File: src/rtl/ipm_pkg.sv
// ---------------------------------------------------------------------------
// ipm_pkg
// Types, codes and widths shared by the interval paint map files.
// ---------------------------------------------------------------------------
`default_nettype none

package ipm_pkg;

	localparam int KEY_W           = 16;
	localparam int COLOR_W         = 32;
	localparam int TABLE_DEPTH_DEF = 32;
	localparam int APB_DATA_W      = 32;
	localparam int APB_ADDR_W      = 3;

	// register index, taken from paddr[2]
	localparam logic REG_KEY_LIMIT  = 1'b0;
	localparam logic REG_INIT_COLOR = 1'b1;

	typedef enum logic [0:0] {
		CMD_PAINT = 1'b0,
		CMD_QUERY = 1'b1
	} cmd_t;

	typedef enum logic [1:0] {
		ST_OK   = 2'd0,
		ST_BAD  = 2'd1,
		ST_FULL = 2'd2
	} status_t;

	typedef struct packed {
		cmd_t               cmd;
		logic [KEY_W-1:0]   start_key;
		logic [KEY_W-1:0]   end_key;
		logic [COLOR_W-1:0] color;
	} in_item_t;

	typedef struct packed {
		logic [KEY_W-1:0]   seg_left;
		logic [KEY_W-1:0]   seg_right;
		logic [COLOR_W-1:0] seg_color;
		status_t            status;
		logic               last;
	} out_item_t;

	typedef struct packed {
		logic [KEY_W-1:0]   key;
		logic [COLOR_W-1:0] color;
	} entry_t;

	typedef struct packed {
		logic lt_a;
		logic le_a;
		logic le_b;
		logic eq_b;
	} cmp_res_t;

	typedef struct packed {
		logic rd_en;
		logic rd_bank;
		logic wr_en;
		logic wr_bank;
	} mem_ctl_t;

	typedef enum logic [3:0] {
		S_INIT,
		S_IDLE,
		S_SCAN,
		S_DECIDE,
		S_COPY_LO,
		S_INS_A,
		S_EMIT_RD,
		S_EMIT_WAIT,
		S_EMIT_FIN,
		S_INS_B,
		S_COPY_HI,
		S_RESP
	} state_t;

endpackage

`default_nettype wire

File: src/rtl/ipm_mem.sv
// ---------------------------------------------------------------------------
// ipm_mem
// One breakpoint bank: one write port, one read port with registered data.
// ---------------------------------------------------------------------------
`default_nettype none

module ipm_mem
	import ipm_pkg::*;
#(
	parameter int DEPTH = TABLE_DEPTH_DEF,
	parameter int IDX_W = $clog2(DEPTH)
) (
	input  wire logic             clk,
	input  wire logic             wr_en,
	input  wire logic [IDX_W-1:0] wr_addr,
	input  wire entry_t           wr_data,
	input  wire logic             rd_en,
	input  wire logic [IDX_W-1:0] rd_addr,
	output entry_t                rd_data
);

	entry_t mem_q [DEPTH];

	always_ff @(posedge clk) begin
		if (wr_en) begin
			mem_q[wr_addr] <= wr_data;
		end
	end

	always_ff @(posedge clk) begin
		if (rd_en) begin
			rd_data <= mem_q[rd_addr];
		end
	end

endmodule

`default_nettype wire

File: src/rtl/ipm_cmp.sv
// ---------------------------------------------------------------------------
// ipm_cmp
// Shared key compare unit: one stored key against the item's range bounds.
// ---------------------------------------------------------------------------
`default_nettype none

module ipm_cmp
	import ipm_pkg::*;
(
	input  wire logic [KEY_W-1:0] key,
	input  wire logic [KEY_W-1:0] lo_key,
	input  wire logic [KEY_W-1:0] hi_key,
	output cmp_res_t              res
);

	always_comb begin
		res.lt_a = key < lo_key;
		res.le_a = key <= lo_key;
		res.le_b = key <= hi_key;
		res.eq_b = key == hi_key;
	end

endmodule

`default_nettype wire

File: src/rtl/ipm_ctrl.sv
// ---------------------------------------------------------------------------
// ipm_ctrl
// Sequencer: scans the active bank, emits covered segments and rebuilds the
// table into the other bank.
// ---------------------------------------------------------------------------
`default_nettype none

module ipm_ctrl
	import ipm_pkg::*;
#(
	parameter int TABLE_DEPTH = TABLE_DEPTH_DEF,
	parameter int IDX_W       = $clog2(TABLE_DEPTH),
	parameter int CNT_W       = $clog2(TABLE_DEPTH + 1)
) (
	input  wire logic               clk,
	input  wire logic               arst_n,
	input  wire logic [KEY_W-1:0]   key_limit,
	input  wire logic [COLOR_W-1:0] init_color,
	input  wire logic               cfg_write,
	input  wire logic               in_valid,
	output logic                    in_stall,
	input  wire in_item_t           in_item,
	output logic                    out_valid,
	input  wire logic               out_stall,
	output out_item_t               out_item,
	output mem_ctl_t                mem_ctl,
	output logic [IDX_W-1:0]        rd_addr,
	output logic [IDX_W-1:0]        wr_addr,
	output entry_t                  wr_data,
	input  wire entry_t             rd_data
);

	localparam int SUM_W = $clog2(2 * TABLE_DEPTH + 2) + 1;

	state_t             state_q, state_d;
	logic               bank_q;
	logic [CNT_W-1:0]   n_q;
	in_item_t           item_q;
	logic [CNT_W-1:0]   rp_q, end_q, wp_q;
	logic               vld_s1;
	logic [IDX_W-1:0]   idx_s1;
	logic               got_i_q, got_t_q, got_c_q;
	logic [IDX_W-1:0]   i_q, t_q;
	logic               eq_q, add_q;
	logic [COLOR_W-1:0] color_i_q, color_t_q, qcolor_q;
	logic [KEY_W-1:0]   pos_q;
	out_item_t          resp_q;
	logic               out_valid_q;
	out_item_t          out_q;

	cmp_res_t           cmp;
	logic               accept, item_ok, streaming, issue, stream_done, out_free;
	logic               full, last_hit, add_d;
	logic [CNT_W-1:0]   j_idx, t_cnt, rp_inc;
	logic [SUM_W-1:0]   new_size;
	logic               load;
	out_item_t          out_d;

	ipm_cmp u_cmp (
		.key    (rd_data.key),
		.lo_key (item_q.start_key),
		.hi_key (item_q.end_key),
		.res    (cmp)
	);

	assign accept   = in_valid && !in_stall;
	assign out_free = !out_valid_q || !out_stall;
	assign j_idx    = CNT_W'(i_q) + CNT_W'(eq_q);
	assign t_cnt    = CNT_W'(t_q);
	assign rp_inc   = rp_q + 1'b1;
	assign last_hit = (rp_inc == t_cnt) && cmp.eq_b;
	// a paint from key zero leaves no empty segment in front
	assign add_d    = eq_q || (item_q.start_key != '0);
	assign new_size = SUM_W'(i_q) + SUM_W'(add_d) + SUM_W'(1) + SUM_W'(n_q)
		- SUM_W'(t_q);
	assign full     = new_size > SUM_W'(TABLE_DEPTH);

	always_comb begin
		if (in_item.cmd == CMD_QUERY) begin
			item_ok = in_item.start_key < key_limit;
		end else begin
			item_ok = (in_item.start_key < in_item.end_key) && (in_item.end_key < key_limit);
		end
	end

	assign streaming   = (state_q == S_SCAN) || (state_q == S_COPY_LO) || (state_q == S_COPY_HI);
	assign stream_done = (rp_q == end_q) && !vld_s1;

	// next state
	always_comb begin
		state_d = state_q;
		unique case (state_q)
			S_INIT: state_d = S_IDLE;
			S_IDLE: begin
				if (accept) begin
					state_d = item_ok ? S_SCAN : S_RESP;
				end
			end
			S_SCAN: begin
				if (stream_done) begin
					state_d = S_DECIDE;
				end
			end
			S_DECIDE: begin
				if (item_q.cmd == CMD_QUERY || full) begin
					state_d = S_RESP;
				end else if (i_q == '0) begin
					state_d = S_INS_A;
				end else begin
					state_d = S_COPY_LO;
				end
			end
			S_COPY_LO: begin
				if (stream_done) begin
					state_d = S_INS_A;
				end
			end
			S_INS_A: state_d = (j_idx < t_cnt) ? S_EMIT_RD : S_EMIT_FIN;
			S_EMIT_RD: state_d = S_EMIT_WAIT;
			S_EMIT_WAIT: begin
				if (out_free) begin
					if (last_hit) begin
						state_d = S_INS_B;
					end else if (rp_inc < t_cnt) begin
						state_d = S_EMIT_RD;
					end else begin
						state_d = S_EMIT_FIN;
					end
				end
			end
			S_EMIT_FIN: begin
				if (out_free) begin
					state_d = S_INS_B;
				end
			end
			S_INS_B: state_d = S_COPY_HI;
			S_COPY_HI: begin
				if (stream_done) begin
					state_d = S_IDLE;
				end
			end
			S_RESP: begin
				if (out_free) begin
					state_d = S_IDLE;
				end
			end
			default: state_d = S_INIT;
		endcase
		if (cfg_write) begin
			state_d = S_INIT;
		end
	end

	// outputs
	always_comb begin
		issue            = (streaming && rp_q != end_q) || state_q == S_EMIT_RD;
		in_stall         = state_q != S_IDLE;
		mem_ctl.rd_en    = issue;
		mem_ctl.rd_bank  = bank_q;
		mem_ctl.wr_en    = 1'b0;
		mem_ctl.wr_bank  = !bank_q;
		rd_addr          = rp_q[IDX_W-1:0];
		wr_addr          = wp_q[IDX_W-1:0];
		wr_data          = rd_data;
		load             = 1'b0;
		out_d            = resp_q;
		unique case (state_q)
			S_INIT: begin
				mem_ctl.wr_en   = 1'b1;
				mem_ctl.wr_bank = bank_q;
				wr_addr         = '0;
				wr_data.key     = key_limit;
				wr_data.color   = init_color;
			end
			S_COPY_LO, S_COPY_HI: mem_ctl.wr_en = vld_s1;
			S_INS_A: begin
				mem_ctl.wr_en = add_q;
				wr_data.key   = item_q.start_key;
				wr_data.color = color_i_q;
			end
			S_INS_B: begin
				mem_ctl.wr_en = 1'b1;
				wr_data.key   = item_q.end_key;
				wr_data.color = item_q.color;
			end
			S_EMIT_WAIT: begin
				load            = out_free;
				out_d.seg_left  = pos_q;
				out_d.seg_right = rd_data.key;
				out_d.seg_color = rd_data.color;
				out_d.status    = ST_OK;
				out_d.last      = last_hit;
			end
			S_EMIT_FIN: begin
				load            = out_free;
				out_d.seg_left  = pos_q;
				out_d.seg_right = item_q.end_key;
				out_d.seg_color = color_t_q;
				out_d.status    = ST_OK;
				out_d.last      = 1'b1;
			end
			S_RESP: load = out_free;
			default: ;
		endcase
	end

	always_ff @(posedge clk or negedge arst_n) begin
		if (!arst_n) begin
			state_q     <= S_INIT;
			bank_q      <= 1'b0;
			n_q         <= CNT_W'(1);
			rp_q        <= '0;
			end_q       <= '0;
			wp_q        <= '0;
			vld_s1      <= 1'b0;
			got_i_q     <= 1'b0;
			got_t_q     <= 1'b0;
			got_c_q     <= 1'b0;
			out_valid_q <= 1'b0;
		end else begin
			state_q <= state_d;
			vld_s1  <= issue && streaming && !cfg_write;
			if (load) begin
				out_valid_q <= 1'b1;
			end else if (!out_stall) begin
				out_valid_q <= 1'b0;
			end
			if (cfg_write) begin
				rp_q  <= '0;
				end_q <= '0;
			end else begin
				unique case (state_q)
					S_INIT: n_q <= CNT_W'(1);
					S_IDLE: begin
						rp_q    <= '0;
						end_q   <= n_q;
						got_i_q <= 1'b0;
						got_t_q <= 1'b0;
						got_c_q <= 1'b0;
					end
					S_SCAN: begin
						if (issue) begin
							rp_q <= rp_inc;
						end
						if (vld_s1) begin
							if (!got_i_q && !cmp.lt_a) begin
								got_i_q <= 1'b1;
							end
							if (!got_t_q && !cmp.le_b) begin
								got_t_q <= 1'b1;
							end
							if (!got_c_q && !cmp.le_a) begin
								got_c_q <= 1'b1;
							end
						end
					end
					S_DECIDE: begin
						rp_q  <= '0;
						end_q <= CNT_W'(i_q);
						wp_q  <= '0;
					end
					S_COPY_LO, S_COPY_HI: begin
						if (issue) begin
							rp_q <= rp_inc;
						end
						if (vld_s1) begin
							wp_q <= wp_q + 1'b1;
						end
						if (state_q == S_COPY_HI && stream_done) begin
							bank_q <= !bank_q;
							n_q    <= wp_q;
						end
					end
					S_INS_A: begin
						if (add_q) begin
							wp_q <= wp_q + 1'b1;
						end
						rp_q <= j_idx;
					end
					S_EMIT_WAIT: begin
						if (out_free) begin
							rp_q <= rp_inc;
						end
					end
					S_INS_B: begin
						wp_q  <= wp_q + 1'b1;
						rp_q  <= t_cnt;
						end_q <= n_q;
					end
					default: ;
				endcase
			end
		end
	end

	// payload registers
	always_ff @(posedge clk) begin
		if (load) begin
			out_q <= out_d;
		end
		unique case (state_q)
			S_IDLE: begin
				if (accept) begin
					item_q           <= in_item;
					resp_q.seg_left  <= '0;
					resp_q.seg_right <= '0;
					resp_q.seg_color <= '0;
					resp_q.status    <= ST_BAD;
					resp_q.last      <= 1'b1;
				end
			end
			S_SCAN: begin
				idx_s1 <= rp_q[IDX_W-1:0];
				if (vld_s1) begin
					if (!got_i_q && !cmp.lt_a) begin
						i_q       <= idx_s1;
						eq_q      <= cmp.le_a;
						color_i_q <= rd_data.color;
					end
					if (!got_t_q && !cmp.le_b) begin
						t_q       <= idx_s1;
						color_t_q <= rd_data.color;
					end
					if (!got_c_q && !cmp.le_a) begin
						qcolor_q <= rd_data.color;
					end
				end
			end
			S_DECIDE: begin
				add_q <= add_d;
				if (item_q.cmd == CMD_QUERY) begin
					resp_q.seg_color <= qcolor_q;
					resp_q.status    <= ST_OK;
				end else begin
					resp_q.status    <= ST_FULL;
				end
			end
			S_INS_A: pos_q <= item_q.start_key;
			S_EMIT_WAIT: begin
				if (out_free) begin
					pos_q <= rd_data.key;
				end
			end
			default: ;
		endcase
	end

	assign out_valid = out_valid_q;
	assign out_item  = out_q;

endmodule

`default_nettype wire

File: src/rtl/interval_paint_map_core.sv
// ---------------------------------------------------------------------------
// interval_paint_map_core
// Breakpoint table of colored key segments with range paint and point query.
// ---------------------------------------------------------------------------
//
//   channel   | handshake                 | payload
//   ----------+---------------------------+---------------------------------
//   in        | in_valid / in_stall       | in_item  (cmd, keys, color)
//   out       | out_valid / out_stall     | out_item (segment, status, last)
//   config    | psel/penable/pwrite/pready| paddr, pwdata, prdata
//
// A query scans the n breakpoints held in the table. A paint scans the
// table, copies the entries on both sides of the painted range into the
// spare bank at one entry a cycle, and reports each covered segment in
// turn; all of it goes through the single bank read port.
// After reset and after every register write the block rebuilds the single
// initial segment with in_stall high.
// A stalled result holds in the output register; the sequencer waits on it.
//
// Each transaction on the in channel is worked to completion before in_stall
// drops again. A paint reports the old segments it covers, left to right,
// with last set on the final one; a query, a bad range or a table overflow
// reports one result.
// ---------------------------------------------------------------------------
`default_nettype none

module interval_paint_map_core
	import ipm_pkg::*;
#(
	parameter int TABLE_DEPTH = TABLE_DEPTH_DEF
) (
	input  wire logic                  clk,
	input  wire logic                  arst_n,
	input  wire logic                  in_valid,
	output logic                       in_stall,
	input  wire in_item_t              in_item,
	output logic                       out_valid,
	input  wire logic                  out_stall,
	output out_item_t                  out_item,
	input  wire logic                  psel,
	input  wire logic                  penable,
	input  wire logic                  pwrite,
	input  wire logic [APB_ADDR_W-1:0] paddr,
	input  wire logic [APB_DATA_W-1:0] pwdata,
	output logic [APB_DATA_W-1:0]      prdata,
	output logic                       pready
);

	localparam int IDX_W = $clog2(TABLE_DEPTH);
	localparam int CNT_W = $clog2(TABLE_DEPTH + 1);

	logic [KEY_W-1:0]   key_limit_q;
	logic [COLOR_W-1:0] init_color_q;
	logic               cfg_write;
	logic               reg_idx;

	mem_ctl_t           mem_ctl;
	logic [IDX_W-1:0]   rd_addr, wr_addr;
	entry_t             wr_data, rd_data, rd_data0, rd_data1;

	// Register index sits at word granularity; low address bits are ignored.
	assign reg_idx   = paddr[2];
	assign pready    = 1'b1;
	assign cfg_write = psel && penable && pwrite && pready;

	always_ff @(posedge clk or negedge arst_n) begin
		if (!arst_n) begin
			key_limit_q  <= '1;
			init_color_q <= '0;
		end else if (cfg_write) begin
			unique case (reg_idx)
				REG_KEY_LIMIT:  key_limit_q  <= pwdata[KEY_W-1:0];
				REG_INIT_COLOR: init_color_q <= pwdata[COLOR_W-1:0];
				default: ;
			endcase
		end
	end

	// Read back the register selected by the address.
	always_comb begin
		unique case (reg_idx)
			REG_KEY_LIMIT:  prdata = APB_DATA_W'(key_limit_q);
			REG_INIT_COLOR: prdata = APB_DATA_W'(init_color_q);
			default:        prdata = '0;
		endcase
	end

	// Two banks: one holds the live table, the other takes the rebuilt one.
	ipm_mem #(.DEPTH(TABLE_DEPTH), .IDX_W(IDX_W)) u_bank0 (
		.clk     (clk),
		.wr_en   (mem_ctl.wr_en && !mem_ctl.wr_bank),
		.wr_addr (wr_addr),
		.wr_data (wr_data),
		.rd_en   (mem_ctl.rd_en && !mem_ctl.rd_bank),
		.rd_addr (rd_addr),
		.rd_data (rd_data0)
	);

	ipm_mem #(.DEPTH(TABLE_DEPTH), .IDX_W(IDX_W)) u_bank1 (
		.clk     (clk),
		.wr_en   (mem_ctl.wr_en && mem_ctl.wr_bank),
		.wr_addr (wr_addr),
		.wr_data (wr_data),
		.rd_en   (mem_ctl.rd_en && mem_ctl.rd_bank),
		.rd_addr (rd_addr),
		.rd_data (rd_data1)
	);

	// The live bank only flips once no read is in flight.
	assign rd_data = mem_ctl.rd_bank ? rd_data1 : rd_data0;

	ipm_ctrl #(.TABLE_DEPTH(TABLE_DEPTH), .IDX_W(IDX_W), .CNT_W(CNT_W)) u_ctrl (
		.clk        (clk),
		.arst_n     (arst_n),
		.key_limit  (key_limit_q),
		.init_color (init_color_q),
		.cfg_write  (cfg_write),
		.in_valid   (in_valid),
		.in_stall   (in_stall),
		.in_item    (in_item),
		.out_valid  (out_valid),
		.out_stall  (out_stall),
		.out_item   (out_item),
		.mem_ctl    (mem_ctl),
		.rd_addr    (rd_addr),
		.wr_addr    (wr_addr),
		.wr_data    (wr_data),
		.rd_data    (rd_data)
	);

endmodule

`default_nettype wire

File: config.mk
export PLATFORM = sky130hd
export DESIGN_NAME = interval_paint_map_core
export DESIGN_NICKNAME = d
export VERILOG_FILES = /design/src/rtl/ipm_pkg.sv /design/src/rtl/ipm_mem.sv /design/src/rtl/ipm_cmp.sv /design/src/rtl/ipm_ctrl.sv /design/src/rtl/interval_paint_map_core.sv
export SDC_FILE = /design/constraint.sdc
export NUM_CORES = 2
export LEC_CHECK = 0
export BUFFER_PORTS_ARGS = -buffer_cell sky130_fd_sc_hd__buf_2
export CAP_MARGIN = 20
export CORE_UTILIZATION = 50
export DETAILED_ROUTE_END_ITERATION = 16
export PLACE_DENSITY = 0.66
export SLEW_MARGIN = 10
export SYNTH_ARGS = -nofsm -noshare
export SYNTH_HDL_FRONTEND = slang
export SYNTH_SLANG_ARGS = --single-unit
File: constraint.sdc
create_clock -name clk -period 12.7 [get_ports clk]
set_input_delay 1.905 -clock clk [delete_from_list [all_inputs] [get_ports clk]]
set_output_delay 1.905 -clock clk [all_outputs]
set_load 0.02 [all_outputs]
**After elaboration in Yosys (flattened, before gate mapping)**

Memory sizes are Yosys's and may differ from the RTL's. A register that Yosys moved wholly into a read port is not among the register bits.
Index checks and enable logic that the tools add are counted.

- RAM bits: 3072
- Register bits after elaboration: 377
- Word-level logic and storage cells: 213
- Memories kept: 2

- Reductions and logical operators: 69
- Add/sub/neg operators: 7
- Multiplexer cells: 56
- Bitwise operators: 2
- Equal/unequal tests: 35
- $lt $le $gt $ge: 9

Memories:

| memory | depth | width | rd ports | clocked after Yosys merged registers in | write ports | RTL line | source |
|---|---|---|---|---|---|---|---|
| u_bank0.mem_q | 32 | 48 | 1 | 1 | 1 | ipm_mem.sv:22 | `entry_t mem_q [DEPTH];` |
| u_bank1.mem_q | 32 | 48 | 1 | 1 | 1 | ipm_mem.sv:22 |  |

Operators with widths:

| cell | number |
|---|---|
| 48-bit one-hot mux with 3 select lines | 1 |
| 67-bit one-hot mux with 2 select lines | 1 |
| 34-bit one-hot mux with 2 select lines | 1 |
| 16-bit < comparator | 4 |
| 32-bit one-hot mux with 2 select lines | 1 |
| 4-bit two-way mux | 13 |
| 48-bit two-way mux | 1 |
| 4-bit one-hot mux with 12 select lines | 1 |
| 6-bit two-way mux | 7 |
| 35-bit two-way mux | 1 |
| 16-bit less-or-equal comparator | 2 |
| 32-bit two-way mux | 1 |
| 16-bit one-hot mux with 2 select lines | 1 |
| 6-bit one-hot mux with 5 select lines | 1 |
| 3-bit by 1-bit inequality test with 1-bit output, second input constant | 8 |
| 6-bit one-hot mux with 2 select lines | 2 |
| 6-bit one-hot mux with 4 select lines | 1 |
| 3-bit AND reduction | 7 |
| 1-bit logical AND | 17 |
| 16-bit equality test | 1 |
| 4-bit by 3-bit equality test with 1-bit output, second input constant | 4 |
| 4-bit equality test, second input constant | 4 |
| 1-bit two-way mux | 16 |
| 16-bit two-way mux | 1 |
| 34 further kinds | 81 |

**Longest topological paths before layout**

- Word-level depth: 11
- Mapped depth: 18

**By module**

Synthesis repeated with hierarchy kept, for this count alone.

- Cells, all modules: 8289
- Area, all modules: 141290.5 um^2

By module, submodules not included:

| module | seq. area each (um^2) | cells an instance | area an instance (um^2) | times used |
|---|---|---|---|---|
| ipm_mem at u_bank0 | 47565.6 | 3364 | 61205.0 | 1 |
| ipm_mem at u_bank1 | 47565.6 | 3365 | 61203.7 | 1 |
| ipm_ctrl | 9710.6 | 1247 | 15263.4 | 1 |
| interval_paint_map_core | 1221.2 | 199 | 2806.4 | 1 |
| ipm_cmp | 0.0 | 114 | 812.0 | 1 |

**Worst setup path after synthesis**

No wires, ideal clock.

- Path kind: register to register
- Start point: register u_ctrl.bank_q
- End point: register u_ctrl.color_i_q[0], enable pin
- Stages on the path, launching flop included: 13
- Data arrival time: 5283 ps
- Path slack: 6928 ps
- Cell sequence: dfrtp_1 -> clkbuf_1 -> clkbuf_1 -> mux2i_1 -> inv_1 -> ha_1 -> nor2b_1 -> o21a_1 -> o21a_1 -> o21ai_0 -> a211o_1 -> nand3_1 -> nor3b_1

- Cells in the longest elaborated chain, start to end: 5

Ends and longest elaborated chain:

| item | RTL line | source |
|---|---|---|
| from (decl) | ipm_ctrl.sv:36 | `logic bank_q;` |
| from (signal assigned) | ipm_ctrl.sv:270 | `bank_q <= !bank_q;` |
| 48-bit two-way mux | interval_paint_map_core.sv:110 | `assign rd_data = mem_ctl.rd_bank ? rd_data1 : rd_data0;` |
| 16-bit < comparator | ipm_cmp.sv:17 | `res.lt_a = key < lo_key;` |
| 1-bit zero test | ipm_ctrl.sv:315 | `if (!got_i_q && !cmp.lt_a) begin` |
| 1-bit logical AND | ipm_ctrl.sv:315 |  |
| 3-bit AND reduction (no line) | n/a |  |
| to (signal assigned) | ipm_ctrl.sv:318 | `color_i_q <= rd_data.color;` |
| to (decl) | ipm_ctrl.sv:45 | `logic [COLOR_W-1:0] color_i_q, color_t_q, qcolor_q;` |

Every way passes these cells.
A chain may end at the register's enable or synchronous reset.

**Worst setup path in the final report**

- Start point: register u_ctrl.state_q[2]
- End point: memory u_bank1.mem_q[7][37] in the netlist's numbering, enable pin

- Cells in the longest elaborated chain, start to end: 6

Ends and longest elaborated chain:

| item | RTL line | source |
|---|---|---|
| from (decl) | ipm_ctrl.sv:35 | `state_t state_q, state_d;` |
| from (signal assigned) | ipm_ctrl.sv:221 | `state_q <= state_d;` |
| 4-bit equality test, or another cell as far along | ipm_ctrl.sv:167 | `unique case (state_q)` |
| 2-bit OR reduction, on equally long branches | n/a |  |
| 1-bit one-hot mux with 3 select lines | ipm_ctrl.sv:167 |  |
| 1-bit logical AND | interval_paint_map_core.sv:101 | `.wr_en (mem_ctl.wr_en && mem_ctl.wr_bank),` |
| 1-bit two-way mux | ipm_mem.sv:25 | `if (wr_en) begin` |
| 1-bit two-way mux (not written as such) | ipm_mem.sv:26 | `mem_q[wr_addr] <= wr_data;` |
| to (decl) | ipm_mem.sv:22 |  |

Several ways; a longest one is shown, not always the timed one.

==> summary.txt <==
Worst-Margin Slew -> 1234 ps
DR DRC count -> 0
clock root buffer -> clkbuf_16
initial antenna violation count -> 13
Comb power frac -> 28.3%
FMAX -> 169.1 MHz
total setup buffers inserted after CTS -> 0
share of cells above drive strength 1 -> 26.76%
crit-path max FO -> 32
placed wire-length estimate -> 207.6 mm
Clock Skew -> 80.85 ps
Overall Global Routing Usage -> 26.92%
largest net degree at the start of global routing -> 109
Leak -> 49.29 nW
width of the chip -> 527.9 µm
initial core utilization -> 50.41%
switching share of power -> 31.65%
multi-input logic area -> 31,260 µm²
vias per cell -> 6.462
CP most frequent cell -> nor2b_1
Port Buf Inserts -> 205
Worst VDD drop -> 231.9 µV
CTS buffer count -> 368
H-tree depth -> 5
worst hold path type -> reg -> reg
min Tclk post-route -> 5914 ps
Yosys warnings -> 0
detailed-route wire length -> 376.6 mm
Resized Gates After CTS -> 0
Post-CTS Hold Buffers -> 0
Area contributors post-synth -> edfxtp_1 (75%), mux4_2 (13%), mux2i_1 (2.1%)
Overflow after GRT -> 0
CTS Buffer Depth -> 4
placed inst area -> 145,400 µm²
internal power -> 0.02649 W
Setup TNS -> 0 ps
Clock Sinks -> 3,545
Net Sw Power -> 0.01227 W
cell accounting for the most synthesized area -> edfxtp_1
clock slew at reported path FFs -> 60 ps
FILL cells -> 19,924
drt first pass iters -> 8
FF/Latch Area -> 106,100 µm²
max-slew violations -> 0
Mapped Cells -> 6,505
Synth top area share -> 75.20%
clock latency on the worst-skew pair -> 980 ps
core area -> 274,300 µm²
Pwr Density -> 247.2 nW/µm²
vias in the first global route -> 69,530
most common flop cell mapped by yosys -> edfxtp_1
design area -> 156,800 µm²
Crit. End Element -> flop
max-cap violations -> 0
row count -> 192
WP data arrival -> 6440 ps
kind of critical path -> reg -> reg
clock group share of total power -> 26.5%
Syn Area/Cell -> 21.26 µm²
sequential element share of the synthesized area -> 76.69%
I/O pins -> 209
Setup crit start kind -> flop
final RePlAce weighted congestion -> 0.8880
critical path, cell by cell -> nor2b_1, a21oi_1, o32ai_1, nor2b_1, nand4_1, nor2_4, buf_4
post-DR wirelength/cell -> 34.48 µm
syn nets -> 6,718
post-route ant nets -> 0
max_slew headroom -> 17.73%
Yosys reg bits -> 3,545
full die area -> 278,700 µm²
first-pass GRT wire length -> 525.9 mm
CTS tree -> built
First DRT Iteration DRCs -> 9,397
Tcrit/Tclk final -> 46.57%
via count -> 70,582
worst endpoint required time -> 13,230 ps
Post-synth ARST share -> 2.313%
Unique masters post-synth -> 75
Synth-to-Final Area Change -> 13.40%
final cell utilization of the core -> 57.16%
Flop pwr share -> 45.3%
RSZ-0062 raised after global routing -> no
Final nets -> 7,179
Die Height -> 527.9 µm
Largest stage delay, worst path -> 1080 ps
count of flip-flops with a built-in enable after synthesis -> 3,463
CP max-delay cell -> nor2_4
outcome -> complete, no violations
Synth Cell Area -> 138,300 µm²
Fin. Hold Viols -> 0
Finish-stage setup viols -> 0
## kinds of logic (layout without fill, tap and decap cells)
family / Yosys count / in the layout / synth area share [%]
other: 1 / 7 / 0.002712
DFF: 3545 / 3545 / 76.69
xor gates and xnor gates: 25 / 25 / 0.1583
AOI/OAI and AO/OA: 574 / 574 / 3.073
adders and majority gates: 106 / 106 / 0.9862
and+or+nand+nor: 620 / 620 / 2.033
buffers and inverters: 487 / 1213 / 1.535
muxes: 1147 / 1147 / 15.52
## through the flow
stage / power [W] / hold WS, ps / setup WS (ps) / std cells
after floorplan: 0.02434 / 419.6 / 6928 / 6505
after global placement: 0.02825 / 430.8 / 6820 / 10269
after detailed placement: 0.02865 / 445.1 / 7001 / 10278
after CTS: 0.03876 / 455.8 / 6907 / 10913
after global routing: 0.03992 / 477.1 / 6533 / 10919
final: 0.03876 / 448.8 / 6786 / 10923
## layer usage
layer / part of all wire [%] / global-route usage (%)
met5: 0 / 0
met4: 3.1 / 8.219
met3: 9.8 / 4.792
met2: 48 / 43.19
met1: 39 / 37.92
## state kept, by name (all words and copies together) (netlist names), 4 cells and up
register	count
u_bank0.mem_q	1536
u_bank1.mem_q	1536
u_ctrl.out_item	67
u_ctrl.item_q	65
u_bank0.rd_data	48
u_bank1.rd_data	48
u_ctrl.resp_q	34
init_color_q	32
u_ctrl.color_i_q	32
u_ctrl.color_t_q	32
u_ctrl.qcolor_q	32
key_limit_q	16
u_ctrl.pos_q	16
u_ctrl.end_q	6
u_ctrl.n_q	6
u_ctrl.rp_q	6
u_ctrl.wp_q	6
u_ctrl.i_q	5
u_ctrl.idx_s1	5
u_ctrl.t_q	5
u_ctrl.state_q	4
## path summary, 6_finish.rpt
check,startpoint,endpoint,slack [ps],depth (start not counted)
hold reg to reg,u_ctrl.idx_s1[4],u_ctrl.t_q[4],450,0
setup reg to reg,u_ctrl.state_q[2],u_bank1.mem_q[7][37],6790,7
setup / recovery,u_ctrl.state_q[2],u_bank1.mem_q[7][37],6790,7
max in group asynchronous,arst_n,u_ctrl.rp_q[1],10550,2
min in group asynchronous,arst_n,init_color_q[18],850,1
hold / removal,u_ctrl.idx_s1[4],u_ctrl.t_q[4],450,0
## final cells by class
cell class                 count  area share [%]
timing repair buffer         436           1.932
clock buffer                 450           6.182
inverter                     142          0.3463
sequential                  3545           67.65
antenna                        6        0.009574
tap                         3686           2.941
multi-input combinational   2473           19.94
clock inverter               185           1.005
## synthesized netlist by cell type (all sizes together), types with 65 or more instances
master  instances
edfxtp       3463
mux4          791
mux2i         291
nor2          218
nand2         206
clkbuf        173
buf           172
inv           142
o221ai        107
ha            101
o21ai          90
dfrtp          65
mux2           65
## placed cells by master, fill, tap and decap left out, types with 17 or more instances in the layout
master and instances:
dfrtp_1 59, buf_2 204, ha_1 101, nor2_1 148, buf_4 211, mux4_2 791, inv_1 139, mux2_2 65
clkbuf_16 374, mux2i_1 253, o22ai_1 56, nand3_1 32, nand4_1 17, a211oi_1 43, dfstp_2 17, mux2i_4 37
a221o_1 32, clkinv_2 60, o31ai_1 18, nor2_4 67, clkinv_1 82, nand2_1 205, a21oi_1 60, nor2b_1 27
clkbuf_1 71, a21o_1 52, and2_1 61, o221ai_1 107, o21ai_0 77, bufinv_16 26, a222oi_1 48, edfxtp_1 3463
## power by group through the flow
stage	combinational, W	clock [W]	sequential (W)
detailed placement	0.0109	0	0.0178
floorplan	0.00656	0	0.0178
CTS	0.0109	0.0103	0.0175
finish	0.0109	0.0103	0.0176
global route	0.0116	0.0108	0.0176
global placement	0.0105	0	0.0177
## worst max-delay path: cells and delay by family (launching register included)
| family | cells | cell delay [ps] |
|---|---|---|
| buffers and inverters | 1 | 780 |
| AO/OA/AOI/OAI | 2 | 1070 |
| AND/OR/NAND/NOR | 4 | 2910 |
| flip-flops | 1 | 700 |
Power figures use the tool's default switching activity.
